### src/sv/ecif_pkg.sv
// Package for the embedded-controller host interface unit.
// Holds action, phase and buffer-source codes, reset command codes and depth defaults.
// No dependencies.
`timescale 1ns / 1ps

package ecif_pkg;

    // Storage defaults
    localparam int SPACE_DEPTH_DEF = 256;
    localparam int EVENT_DEPTH_DEF = 8;

    // Field widths
    localparam int BYTE_W   = 8;
    localparam int ACTION_W = 3;
    localparam int CFG_IDX_W = 2;

    // Action codes carried in the input tuser
    localparam logic [ACTION_W-1:0] ACT_STATUS_RD = 3'd0;
    localparam logic [ACTION_W-1:0] ACT_DATA_RD   = 3'd1;
    localparam logic [ACTION_W-1:0] ACT_CMD_WR    = 3'd2;
    localparam logic [ACTION_W-1:0] ACT_DATA_WR   = 3'd3;
    localparam logic [ACTION_W-1:0] ACT_LOCAL_WR  = 3'd4;
    localparam logic [ACTION_W-1:0] ACT_RAISE     = 3'd5;

    // Configuration register indexes
    localparam logic [CFG_IDX_W-1:0] CFG_READ_CMD  = 2'd0;
    localparam logic [CFG_IDX_W-1:0] CFG_WRITE_CMD = 2'd1;
    localparam logic [CFG_IDX_W-1:0] CFG_QUERY_CMD = 2'd2;

    // Reset values of the command codes
    localparam logic [BYTE_W-1:0] READ_CMD_RST  = 8'h80;
    localparam logic [BYTE_W-1:0] WRITE_CMD_RST = 8'h81;
    localparam logic [BYTE_W-1:0] QUERY_CMD_RST = 8'h84;

    // Transaction phase codes
    localparam logic [1:0] PH_IDLE  = 2'd0;
    localparam logic [1:0] PH_RADDR = 2'd1;
    localparam logic [1:0] PH_WADDR = 2'd2;
    localparam logic [1:0] PH_WDATA = 2'd3;

    // Where the output buffer byte currently lives
    localparam logic [1:0] OB_REG   = 2'd0;
    localparam logic [1:0] OB_SPACE = 2'd1;
    localparam logic [1:0] OB_EVQ   = 2'd2;

endpackage

### src/sv/embedded_controller_host_interface_unit.sv
// Top level of the embedded-controller host interface unit (device side).
// Uses ecif_pkg for codes and defaults; contains the address space and event queue.
// Channel   | dir | handshake              | payload
// s (input) | in  | s_tvalid / s_tready    | s_tuser: action; s_tdata: host byte, local
//           |     |                        |   address, local value, event code
// m (result)| out | m_tvalid / m_tready    | m_tdata: read byte, protocol error, dropped
// cfg       | in  | i_cfg_we               | i_cfg_index, i_cfg_wdata
// An item passes from acceptance through the input register, then one pass of the
// transaction logic into the result register. One word per cycle is sustained while m_tready is high.
// Space and event-queue reads are registered; the output buffer keeps a source tag so
// the read data is picked up by a later data read. Reset is synchronous, active low,
// and clears the space through one valid flip-flop per entry (no clearing pass).
// A stalled result register holds the input register, which back-pressures s_tready.
`timescale 1ns / 1ps

module embedded_controller_host_interface_unit #(
    parameter int SPACE_DEPTH = ecif_pkg::SPACE_DEPTH_DEF,
    parameter int EVENT_DEPTH = ecif_pkg::EVENT_DEPTH_DEF
) (
    input  logic        i_clk,
    input  logic        i_rst_n,
    // Input words
    input  logic        s_tvalid,
    output logic        s_tready,
    input  logic [31:0] s_tdata,  // [7:0] host_byte, [15:8] local_address,
                                  // [23:16] local_value, [31:24] event_code
    input  logic [2:0]  s_tuser,  // [2:0] action
    // Result words
    output logic        m_tvalid,
    input  logic        m_tready,
    output logic [15:0] m_tdata,  // [7:0] read_byte, [8] protocol_error,
                                  // [9] event_dropped, [15:10] zero
    // Configuration writes
    input  logic        i_cfg_we,
    input  logic [1:0]  i_cfg_index,
    input  logic [7:0]  i_cfg_wdata
);

    localparam int AW = (SPACE_DEPTH > 1) ? $clog2(SPACE_DEPTH) : 1;
    localparam int EW = (EVENT_DEPTH > 1) ? $clog2(EVENT_DEPTH) : 1;
    localparam int CW = $clog2(EVENT_DEPTH + 1);
    localparam logic [8:0]    SPACE_LIM = 9'(SPACE_DEPTH);
    localparam logic [EW-1:0] HEAD_LAST = EW'(EVENT_DEPTH - 1);
    localparam logic [CW:0]   EVQ_DEPTH = (CW + 1)'(EVENT_DEPTH);
    localparam logic [CW-1:0] EVQ_FULL  = CW'(EVENT_DEPTH);

    // Configuration registers
    logic [7:0] r_read_cmd, r_write_cmd, r_query_cmd;

    // Input register
    logic       r_in_valid;
    logic [2:0] r_in_action;
    logic [7:0] r_in_hb, r_in_la, r_in_lv, r_in_ev;

    // Result register
    logic        r_m_valid;
    logic [15:0] r_m_data;

    // Transaction state
    logic [1:0]    r_phase, n_phase;
    logic [7:0]    r_addr, n_addr;
    logic [7:0]    r_obuf, n_obuf;
    logic [1:0]    r_obsrc, n_obsrc;
    logic          r_ofull, n_ofull;
    logic          r_cmd, n_cmd;
    logic [EW-1:0] r_head, n_head;
    logic [CW-1:0] r_count, n_count;

    // Storage
    logic [7:0]             r_space [SPACE_DEPTH];
    logic [SPACE_DEPTH-1:0] r_space_vld;
    logic [7:0]             r_space_rd;
    logic                   r_space_rd_vld;
    logic [7:0]             r_evq [EVENT_DEPTH];
    logic [7:0]             r_evq_rd;

    // Step control
    logic          adv, do_step;
    logic [7:0]    rb, obuf_val;
    logic          perr, drop;
    logic          sp_we, sp_re, eq_we, eq_re;
    logic [7:0]    sp_wa, sp_wd;
    logic [CW:0]   tail_sum;
    logic [EW-1:0] eq_wa;

    assign adv      = !r_m_valid || m_tready;
    assign do_step  = r_in_valid && adv;
    assign s_tready = !r_in_valid || adv;
    assign m_tvalid = r_m_valid;
    assign m_tdata  = r_m_data;

    // Configuration port
    always_ff @(posedge i_clk) begin
        if (!i_rst_n) begin
            r_read_cmd  <= ecif_pkg::READ_CMD_RST;
            r_write_cmd <= ecif_pkg::WRITE_CMD_RST;
            r_query_cmd <= ecif_pkg::QUERY_CMD_RST;
        end else if (i_cfg_we) begin
            unique case (i_cfg_index)
                ecif_pkg::CFG_READ_CMD:  r_read_cmd  <= i_cfg_wdata;
                ecif_pkg::CFG_WRITE_CMD: r_write_cmd <= i_cfg_wdata;
                ecif_pkg::CFG_QUERY_CMD: r_query_cmd <= i_cfg_wdata;
                default: ;
            endcase
        end
    end

    // Input register
    always_ff @(posedge i_clk) begin
        if (!i_rst_n) begin
            r_in_valid <= 1'b0;
        end else if (s_tready) begin
            r_in_valid <= s_tvalid;
        end
    end

    always_ff @(posedge i_clk) begin
        if (s_tvalid && s_tready) begin
            r_in_action <= s_tuser;
            r_in_hb     <= s_tdata[7:0];
            r_in_la     <= s_tdata[15:8];
            r_in_lv     <= s_tdata[23:16];
            r_in_ev     <= s_tdata[31:24];
        end
    end

    // Current output buffer byte, by source
    always_comb begin
        unique case (r_obsrc)
            ecif_pkg::OB_SPACE: obuf_val = r_space_rd_vld ? r_space_rd : 8'd0;
            ecif_pkg::OB_EVQ:   obuf_val = r_evq_rd;
            default:            obuf_val = r_obuf;
        endcase
    end

    // Queue tail slot
    always_comb begin
        tail_sum = {1'b0, (CW)'(r_head)} + {1'b0, r_count};
        if (tail_sum >= EVQ_DEPTH) begin
            tail_sum = tail_sum - EVQ_DEPTH;
        end
        eq_wa = tail_sum[EW-1:0];
    end

    // Transaction logic for one word
    always_comb begin
        n_phase = r_phase;
        n_addr  = r_addr;
        n_obuf  = r_obuf;
        n_obsrc = r_obsrc;
        n_ofull = r_ofull;
        n_cmd   = r_cmd;
        n_head  = r_head;
        n_count = r_count;
        rb      = 8'd0;
        perr    = 1'b0;
        drop    = 1'b0;
        sp_we   = 1'b0;
        sp_wa   = r_in_la;
        sp_wd   = r_in_lv;
        sp_re   = 1'b0;
        eq_we   = 1'b0;
        eq_re   = 1'b0;
        unique case (r_in_action)
            ecif_pkg::ACT_STATUS_RD: begin
                rb = {2'b00, (r_count != '0), 1'b0, r_cmd, 2'b00, r_ofull};
            end
            ecif_pkg::ACT_DATA_RD: begin
                rb      = obuf_val;
                n_ofull = 1'b0;
            end
            ecif_pkg::ACT_CMD_WR: begin
                n_cmd = 1'b1;
                priority if (r_in_hb == r_read_cmd) begin
                    n_phase = ecif_pkg::PH_RADDR;
                end else if (r_in_hb == r_write_cmd) begin
                    n_phase = ecif_pkg::PH_WADDR;
                end else if (r_in_hb == r_query_cmd) begin
                    n_phase = ecif_pkg::PH_IDLE;
                    n_ofull = 1'b1;
                    if (r_count != '0) begin
                        eq_re   = 1'b1;
                        n_obsrc = ecif_pkg::OB_EVQ;
                        n_head  = (r_head == HEAD_LAST) ? '0 : r_head + 1'b1;
                        n_count = r_count - 1'b1;
                    end else begin
                        n_obuf  = 8'd0;
                        n_obsrc = ecif_pkg::OB_REG;
                    end
                end else begin
                    n_phase = ecif_pkg::PH_IDLE;
                    perr    = 1'b1;
                end
            end
            ecif_pkg::ACT_DATA_WR: begin
                n_cmd = 1'b0;
                unique case (r_phase)
                    ecif_pkg::PH_RADDR: begin
                        n_addr  = r_in_hb;
                        n_ofull = 1'b1;
                        n_phase = ecif_pkg::PH_IDLE;
                        if ({1'b0, r_in_hb} < SPACE_LIM) begin
                            sp_re   = 1'b1;
                            n_obsrc = ecif_pkg::OB_SPACE;
                        end else begin
                            n_obuf  = 8'd0;
                            n_obsrc = ecif_pkg::OB_REG;
                        end
                    end
                    ecif_pkg::PH_WADDR: begin
                        n_addr  = r_in_hb;
                        n_phase = ecif_pkg::PH_WDATA;
                    end
                    ecif_pkg::PH_WDATA: begin
                        sp_wa   = r_addr;
                        sp_wd   = r_in_hb;
                        sp_we   = ({1'b0, r_addr} < SPACE_LIM);
                        n_phase = ecif_pkg::PH_IDLE;
                    end
                    default: begin
                        perr = 1'b1;
                    end
                endcase
            end
            ecif_pkg::ACT_LOCAL_WR: begin
                sp_we = ({1'b0, r_in_la} < SPACE_LIM);
            end
            ecif_pkg::ACT_RAISE: begin
                if (r_count == EVQ_FULL) begin
                    drop = 1'b1;
                end else begin
                    eq_we   = 1'b1;
                    n_count = r_count + 1'b1;
                end
            end
            default: ;
        endcase
    end

    // State registers
    always_ff @(posedge i_clk) begin
        if (!i_rst_n) begin
            r_phase     <= ecif_pkg::PH_IDLE;
            r_addr      <= 8'd0;
            r_obuf      <= 8'd0;
            r_obsrc     <= ecif_pkg::OB_REG;
            r_ofull     <= 1'b0;
            r_cmd       <= 1'b0;
            r_head      <= '0;
            r_count     <= '0;
            r_space_vld <= '0;
        end else if (do_step) begin
            r_phase <= n_phase;
            r_addr  <= n_addr;
            r_obuf  <= n_obuf;
            r_obsrc <= n_obsrc;
            r_ofull <= n_ofull;
            r_cmd   <= n_cmd;
            r_head  <= n_head;
            r_count <= n_count;
            if (sp_we) begin
                r_space_vld[sp_wa[AW-1:0]] <= 1'b1;
            end
        end
    end

    // Address space memory, registered read
    always_ff @(posedge i_clk) begin
        if (do_step && sp_we) begin
            r_space[sp_wa[AW-1:0]] <= sp_wd;
        end
        if (do_step && sp_re) begin
            r_space_rd     <= r_space[r_in_hb[AW-1:0]];
            r_space_rd_vld <= r_space_vld[r_in_hb[AW-1:0]];
        end
    end

    // Event queue memory, registered read
    always_ff @(posedge i_clk) begin
        if (do_step && eq_we) begin
            r_evq[eq_wa] <= r_in_ev;
        end
        if (do_step && eq_re) begin
            r_evq_rd <= r_evq[r_head];
        end
    end

    // Result register
    always_ff @(posedge i_clk) begin
        if (!i_rst_n) begin
            r_m_valid <= 1'b0;
        end else if (adv) begin
            r_m_valid <= r_in_valid;
        end
    end

    always_ff @(posedge i_clk) begin
        if (do_step) begin
            r_m_data <= {6'd0, drop, perr, rb};
        end
    end

endmodule
### config.mk
export PLATFORM = sky130hd
export DESIGN_NAME = embedded_controller_host_interface_unit
export DESIGN_NICKNAME = d
export VERILOG_FILES = /design/src/sv/ecif_pkg.sv /design/src/sv/embedded_controller_host_interface_unit.sv
export SDC_FILE = /design/constraint.sdc
export NUM_CORES = 2
export LEC_CHECK = 0
export BUFFER_PORTS_ARGS = -buffer_cell sky130_fd_sc_hd__buf_2
export CORE_ASPECT_RATIO = 0.5
export CORE_MARGIN = 2
export CORE_UTILIZATION = 45
export CTS_CLUSTER_DIAMETER = 80
export CTS_CLUSTER_SIZE = 20
export DETAILED_ROUTE_END_ITERATION = 8
export PLACE_DENSITY = 0.59
export SKIP_LAST_GASP = 1
export SYNTH_ARGS = -nofsm -noshare
export SYNTH_HDL_FRONTEND = slang
export SYNTH_SLANG_ARGS = --single-unit
### constraint.sdc
create_clock -name i_clk -period 18.14 [get_ports i_clk]
set_input_delay 2.721 -clock i_clk [delete_from_list [all_inputs] [get_ports i_clk]]
set_output_delay 2.721 -clock i_clk [all_outputs]
set_load 0.01 [all_outputs]
==> metrics.md <==
| Metric | Value |
|---|---|
| Run status | complete, no violations |
| Via count | a little under 50,000 |
| CTS Hold Bufs | 0 |
| Shortest period the worst path allows | 6130 ps |
| Worst Skew | between 30 and 40 ps |
| Power Density | 98.4 nW/um^2 |
| Fin worst setup slack | 12,010 ps |
| Die extent in x | ~660 um |
| Crit-path max cell delay | 290 ps |
| DR WL/cell | around 31 um |
| Initial antenna violation count | 9 |
| Crit-path max FO | 5 |
| Logic pwr share | ~5.2% |
| Clk network pwr share | around a third |
| Crit path required time | ~15,000 ps |
| Num CTS Buffers | 149 |
| Num ports | 68 |
| Synth top area cells | edfxtp_1 68%, mux4_2 12%, dfxtp_1 6.4% |
| Most used cell, CP | buf_2 |
| Die area | 216,000 um^2 |
| Startpoint types | input port |
| Critical-path top delay cell | nor2b_1 |
| CTS clk-pin slew, worst paths | ~80 ps |
| Final worst path period share | 33.8% |
| Most frequent cell after synthesis | edfxtp_1 |
| Sequential fraction of design power | 61.3% |
| Seq/Total Area, Yosys | 74.7% |
| Port bufs | 61 |
| Int Power | between 7 and 8 mW |
| Site Rows | 119 |
| Largest net degree at the start of global routing | 205 |
| Fin Hold WS | 463 ps |
| Top cell type's share of synthesized area | 68.4% |
| Arr. time, crit path | 3410 ps |
| EDFF count, synth | around 2,200 |
| Worst hold path type | reg -> reg |
| Post-synth cell types | between 70 and 80 |
| Slew Viols, Final | 0 |
| Post-synthesis instance area | 95,500 um^2 |
| Power, Total | approximately 10 mW |
| Sw power | 2.17 mW |
| Worst Tran Pin Value | 1350 ps |
| Post-DP HPWL | around 140 mm |
| Post-synth top area cell | edfxtp_1 |
| # resized after CTS | 0 |
| Die Y | 330 um |
| Vias in the first global route | 47,900 |
| Initial DRC count | 5,263 |
| Core Footprint | 211,000 um^2 |
| Clock sinks | ~2,500 |
| Area delta synth->final | 7.79% |
| Max frequency | 163 MHz |
| Rel. slew slack | under 10% |
| Clk_lat worst skew | 830 ps |
| Final nets | between 5,000 and 6,000 |
| Top delay family on crit path | simple AND/OR/NAND/NOR gates |
| DRT Pass-1 Iters | 6 |
| CTS max path bufs | 4 |
| Static Leak | ~32 nW |
| Synth Flop Type | edfxtp_1 |
| Max-cap violations | 0 |
| Setup tns final | 0 ps |
| Sw Ratio | 21.4% |
| Overall Global Routing Usage | 22.1% |
| Warning count from the yosys run | 0 |
| Setup repair bufs after CTS | 0 |
| # H-tree levels | 4 |
| Buf/Inv on CP | 2 |
| Starting Density | 45.3% |
| Final Routed Wirelength | between 200 and 250 mm |
| Endpoint class of the critical path | primary output |
| CTS Root Buffer Type | clkbuf_16 |
| Syn avg cell area | 19.3 um^2 |
| CTS tree | done |
| Asr flop ratio synth | 0% |
| Crit-path cells | buf_2 -> nor2b_1 -> nand2_1 -> buf_2 |
| Layout cells sized above 1 | 17.4% |
| Vias/cell | 6.10 |
| DRC | 0 |
| Peak VDD IR | 0.0742 mV |
| Final hold violation count | 0 |
| Post-route ant nets | 0 |
| Most instantiated cells after synthesis | 2,174 x edfxtp_1, 504 x mux4_2, 342 x nor2_1 |
| Final Util | around half |
| Yosys reg bits | 2,477 |
| Synth Instances | 4,954 |
| First-pass GRT wire length | about 350 mm |
| Total grt overflow | 0 |
| CP Class | in -> out |
| Unrepaired setup endpoints after global routing | false |
| Finish-stage setup viols | 0 |
| Setup WS pre-CTS | 12,020 ps |
| Gp weighted congestion | 0.837 |
-- power groups by stage --
stage | Clock [mW] | Sequential, mW | Combinational (mW)
CTS | 3.46 | 6.20 | 0.533
global placement | 0 | 6.33 | 0.524
detailed placement | 0 | 6.34 | 0.532
floorplan | 0 | 6.36 | 0.332
global route | 3.66 | 6.21 | 0.559
finish | 3.40 | 6.20 | 0.530
-- layout by cell type (no fill, tap or decap), drive strengths merged, types with 51 or more instances in the layout --
| cell type | netlist | final |
|---|---|---|
| mux2i | 194 | 194 |
| clkbuf | 142 | 256 |
| a22o | 51 | 51 |
| edfxtp | 2174 | 2174 |
| a22oi | 130 | 130 |
| mux4 | 504 | 504 |
| a21oi | 99 | 99 |
| o22ai | 51 | 51 |
| dfxtp | 303 | 303 |
| nand2 | 89 | 89 |
| o21a | 257 | 257 |
| buf | 180 | 153 |
| nor2 | 342 | 342 |
-- area by class of cell --
| cell class | instances | area [um^2] |
|---|---|---|
| Multi-Input combinational cell | 2147 | 22600 |
| Inverter | 13 | 48.8 |
| Sequential cell | 2477 | 71300 |
| Clock inverter | 1 | 5.00 |
| Fill cell | 17000 | 108000 |
| Tap cell | 2843 | 3560 |
| Timing Repair Buffer | 154 | 1150 |
| Clock buffer | 255 | 4210 |
| Antenna cell | 3 | 7.51 |
-- registers in the layout, summed over array words and instances, names as in the netlist, 10 cells and up --
| register | count |
|---|---|
| r_space_vld | 256 |
| r_evq | 64 |
| r_space | 2048 |
| m_tdata | 10 |
-- cell families (layout without fill, tap and decap cells) --
kind of cell / count (synthesis) / count (layout) / synth area share, %
simple gates: 601 / 601 / 2.87
flops: 2477 / 2477 / 74.7
other cells: 1 / 9 / 0.00393
fa+ha+maj: 13 / 13 / 0.186
buf+inv: 335 / 423 / 1.81
xor+xnor: 29 / 29 / 0.274
compound gates: 775 / 775 / 5.90
mux: 723 / 723 / 14.2
-- per-stage QoR --
stage	instances	instance area, um^2
after CTS	7889	103000
after detailed placement	7633	98700
after global routing	7890	103000
final	7893	103000
after global placement	7632	98700
after floorplan	4959	95500
-- worst register-to-register path: stages, from the launching register on --
cell,delay (ps)
edfxtp_1,450
buf_12,470
buf_4,690
buf_4,660
buf_4,730
mux4_2,660
a22o_1,300
a221oi_1,260
o22ai_1,250
nor3_1,490
nor4_1,120
-- final timing paths --
check,start,to,slack [ps],cells past startpoint
max reg2reg,r_in_hb[0]$_DFFE_PP_,r_space_rd[1]$_DFFE_PP_,12820,10
min,r_space_vld[138]$_SDFFE_PN0P_,r_space_vld[138]$_SDFFE_PN0P_,460,1
max,m_tready,s_tready,12010,4
min reg2reg,r_space_vld[138]$_SDFFE_PN0P_,r_space_vld[138]$_SDFFE_PN0P_,460,1
-- routing by layer --
layer	routed length, um	share of wire (%)	track usage (%)
met1	103000	43	32.3
met2	114000	47	35.3
met3	19000	7.9	3.75
met4	5530	2.3	5.06
met5	0	0	0
Power figures use the tool's default switching activity.
